$ cat src/hw/rtl/mrrc_pkg.sv
// Shared types and constants for the Modbus RTU reply checker.
// No dependencies; used by mrrc_crc, mrrc_judge and the top level.
package mrrc_pkg;

  localparam int unsigned FrameLen  = 7;
  localparam int unsigned StoreLen  = FrameLen - 1;  // last byte is used on the fly
  localparam int unsigned CrcBytes  = 5;

  localparam logic [15:0] CrcInit   = 16'hFFFF;
  localparam logic [15:0] CrcPoly   = 16'hA001;
  localparam logic [7:0]  FuncRead  = 8'h03;
  localparam logic [7:0]  ExcFlag   = 8'h80;
  localparam logic [7:0]  ByteCount = 8'h02;

  // Input beat kind (cmd)
  typedef enum logic [1:0] {
    CMD_BYTE  = 2'd0,
    CMD_END   = 2'd1,
    CMD_START = 2'd2
  } cmd_e;

  // Result status codes
  typedef enum logic [2:0] {
    ST_OK      = 3'd0,
    ST_TIMEOUT = 3'd1,
    ST_SHORT   = 3'd2,
    ST_ADDR    = 3'd3,
    ST_EXC     = 3'd4,
    ST_FUNC    = 3'd5,
    ST_LEN     = 3'd6,
    ST_CRC     = 3'd7
  } status_e;

  typedef struct packed {
    status_e     status;
    logic [7:0]  exception_code;
    logic [15:0] distance_tenth_mm;
  } result_t;

endpackage

$ cat src/hw/rtl/mrrc_judge.sv
// Verdict logic for a complete 7-byte reply: address, function or exception, length, CRC.
// Depends on mrrc_pkg for codes, constants and the result struct.
module mrrc_judge (
  input  logic [7:0]       frame_i [mrrc_pkg::StoreLen],  // bytes 0 to 5
  input  logic [7:0]       last_byte_i,                   // byte 6 (CRC high)
  input  logic [15:0]      crc_i,                         // CRC over bytes 0 to 4
  input  logic [7:0]       slave_addr_i,
  output mrrc_pkg::result_t result_o
);

  logic [15:0] crc_rx;

  // CRC travels low byte first
  assign crc_rx = {last_byte_i, frame_i[5]};

  // Checks in priority order
  always_comb begin
    result_o.status            = mrrc_pkg::ST_OK;
    result_o.exception_code    = 8'h00;
    result_o.distance_tenth_mm = 16'h0000;
    if (frame_i[0] != slave_addr_i) begin
      result_o.status = mrrc_pkg::ST_ADDR;
    end else if (frame_i[1] != mrrc_pkg::FuncRead) begin
      if ((frame_i[1] & mrrc_pkg::ExcFlag) != 8'h00) begin
        result_o.status         = mrrc_pkg::ST_EXC;
        result_o.exception_code = frame_i[2];
      end else begin
        result_o.status = mrrc_pkg::ST_FUNC;
      end
    end else if (frame_i[2] != mrrc_pkg::ByteCount) begin
      result_o.status = mrrc_pkg::ST_LEN;
    end else if (crc_rx != crc_i) begin
      result_o.status = mrrc_pkg::ST_CRC;
    end else begin
      result_o.distance_tenth_mm = {frame_i[3], frame_i[4]};
    end
  end

endmodule
$ cat config.mk
export PLATFORM = sky130hd
export DESIGN_NAME = mrrc_judge
export DESIGN_NICKNAME = d
export VERILOG_FILES = /design/src/hw/rtl/mrrc_pkg.sv /design/src/hw/rtl/mrrc_judge.sv
export SDC_FILE = /design/constraint.sdc
export NUM_CORES = 1
export LEC_CHECK = 0
export BUFFER_PORTS_ARGS = -buffer_cell sky130_fd_sc_hd__buf_2
export CAP_MARGIN = 20
export CORE_MARGIN = 5
export CORE_UTILIZATION = 27
export DETAILED_ROUTE_END_ITERATION = 7
export GPL_TIMING_DRIVEN = 1
export PLACE_DENSITY_LB_ADDON = 0.05
export REMOVE_ABC_BUFFERS = 1
export SYNTH_ARGS = -nofsm -noshare
export SYNTH_HDL_FRONTEND = slang
export SYNTH_SLANG_ARGS = --single-unit
export TNS_END_PERCENT = 5
$ cat constraint.sdc
create_clock -name vclk -period 3.78
set_input_delay 0.378 -clock vclk [all_inputs]
set_output_delay 0.378 -clock vclk [all_outputs]
set_load 0.1 [all_outputs]
==> Implementation_results.wiki <==
{| class="wikitable"
! Metric !! Value
|-
| Die Area || 2860 um^2
|-
| Final count of pins violating max slew || 0
|-
| Tcrit/Tclk final || 74.4%
|-
| Remaining antenna violation count || 0
|-
| Total detailed-routing wirelength || 2180 um
|-
| Fraction of synthesized cell area taken by the top area cell type || 27.5%
|-
| Unrepaired setup endpoints after global routing || false
|-
| Critical path peak fanout || 16
|-
| Top cells by count, synth || and2_1 (16), xor2_1 (16), and3_1 (8), xnor2_1 (8), nor4_1 (6)
|-
| Reg area || 0 um^2
|-
| Setup Fix Bufs, Post-CTS || 0
|-
| CP dominant cell by count || buf_2
|-
| Number of gates given a new drive strength after cts || 0
|-
| Post-Syn Instances || 70
|-
| Register area share after synthesis || 0%
|-
| Width of the die || 53.5 um
|-
| Worst path top cell family by delay || simple AND/OR/NAND/NOR gates
|-
| Vias after detailed routing || 849
|-
| Routed wire length on met2 || 1170 um
|-
| Crit path arrival time || 2430 ps
|-
| Result of the run || complete, no violations
|-
| Layout area overhead || 108%
|-
| Hold buffer count at CTS || 0
|-
| Via count of the first global-routing pass || 747
|-
| Inserted Diodes || 0
|-
| Wire length on met3 || 336 um
|-
| Slowest library cell on the worst path || nor4b_4
|-
| Critical path type || input port to primary output
|-
| Final non-filler cell total || 200
|-
| Cells along the critical path || buf_2, xor2_1, nor4_1, nand4_1, nor4b_4, and2_1, buf_2
|-
| Highest Signal Layer || met3
|-
| Maximum resistive drop on vdd || 39.8 uV
|-
| Power Dens Cells || 66.4 nW/um^2
|-
| Clock buffer cells || 0
|-
| Placeable core region || 1760 um^2
|-
| Tot GR Track Use || 13.7%
|-
| Worst slew margin relative to its limit || 60.5%
|-
| Slew at the pin with the worst max-slew slack || 590 ps
|-
| Starting Density || 28.9%
|-
| Final hold viol count || 0
|-
| Leakage power || 0.674 nW
|-
| Worst hold path class || input port to primary output
|-
| Total negative setup slack || 0 ps
|-
| Average cell area after synthesis || 7.29 um^2
|-
| Count of standard-cell rows || 15
|-
| Wire length of the first global-routing pass || 3120 um
|-
| Maximum number of pins on one net before global-route repair || 17
|-
| Count of flip-flops and latches || 0
|-
| Cell types with the largest area share after synthesis || xor2_1 (27%), and2_1 (20%), xnor2_1 (14%), and3_1 (9.8%), nor4_1 (7.4%)
|-
| Capturing element type of the critical path || primary output
|-
| Routed length per placed instance || 10.9 um
|-
| Count of cell types in the netlist || 15
|-
| Area of the mapped netlist || 510 um^2
|-
| Required time at the endpoint of the critical path || 3400 ps
|-
| Fraction of layout cells with a size suffix above 1 || 61.7%
|-
| I/O Pins || 107
|-
| Number of antenna violations at the first check in global routing || 0
|-
| Total instance count after detailed placement || 200
|-
| Drt pass-1 iters || 2
|-
| Startpoint kind of the worst setup timing path || input port
|-
| Achievable frequency || 356 MHz
|-
| Setup violators final || 0
|-
| Nets@finish || 257
|-
| Longest individual stage delay on the worst path || 600 ps
|-
| Post-detail-place hpwl || 2060 um
|-
| Tot Pwr || 0.0706 mW
|-
| Overall overflow remaining after global route || 0
|-
| Post-detailed-route DRC marker count || 0
|-
| Post-Route Hold Slack || 1250 ps
|-
| Final weighted congestion in routability-driven placement || 0.674
|-
| Via/cell ratio || 4.25
|-
| Yosys synthesis warning count || 0
|-
| Floorplan die height || 53.5 um
|-
| Cell taking the most area after synthesis || xor2_1
|-
| CP bufs+invs || 2
|-
| Initial drt markers || 4
|-
| Max-Cap Viols || 0
|-
| M1 WL || 675 um
|-
| Final min period || 2810 ps
|-
| Count of input and output buffers || 107
|}
## metrics by stage
step | util, % | worst slack [ps] | area (um^2)
after floorplan | - | 389 | 495
after global placement | 60.2 | 1030 | 1060
after detailed placement | 60.2 | 933 | 1060
after CTS | 60.2 | 930 | 1060
after global routing | 60.2 | 673 | 1060
final | 60.2 | 967 | 1060
## area by class of cell
| class | instances | area [um^2] |
|---|---|---|
| fill | 195 | 702 |
| tap | 25 | 31.3 |
| timing repair buffer | 107 | 536 |
| multi-input combinational | 68 | 495 |
## cells in the final DEF, fill, tap and decap left out
| cell | Yosys | final |
|---|---|---|
| buf_2 | 0 | 107 |
| xor2_1 | 16 | 16 |
| and2_1 | 16 | 16 |
| xnor2_1 | 8 | 8 |
| and3_1 | 8 | 8 |
| nor4_1 | 6 | 6 |
| nand4_1 | 4 | 4 |
| nor2_1 | 3 | 3 |
| o21ai_0 | 2 | 2 |
| nor4b_1 | 1 | 1 |
| nand2_1 | 1 | 1 |
| nor4b_4 | 1 | 1 |
| a31oi_1 | 1 | 1 |
| o31a_1 | 1 | 1 |
## power by group
group          internal (mW)  total (mW)  switching, mW
Clock                      0           0              0
Combinational         0.0438      0.0706         0.0268
Sequential                 0           0              0
## final timing paths
path                 endpoint  depth (start not counted)  slack, ps         from
hold / removal    result_o[4]                          3       1250  frame_i[12]
setup / recovery  result_o[5]                          7        970    crc_i[13]
## cells by family after synthesis
kind of cell | share of synthesized area [%]
AO/OA/AOI/OAI | 4.90
XOR/XNOR | 41.2
buffers and inverters | 2.94
AND/OR/NAND/NOR | 51.0
## routing by layer
| layer | vias up | GRT usage [%] |
|---|---|---|
| met2 | 57 | 28.6 |
| met4 | 0 | 0 |
| met5 | - | 0 |
| li1 | 456 | - |
| met3 | 0 | 3.66 |
| met1 | 336 | 13.9 |
(Power assumes the default switching activity.)
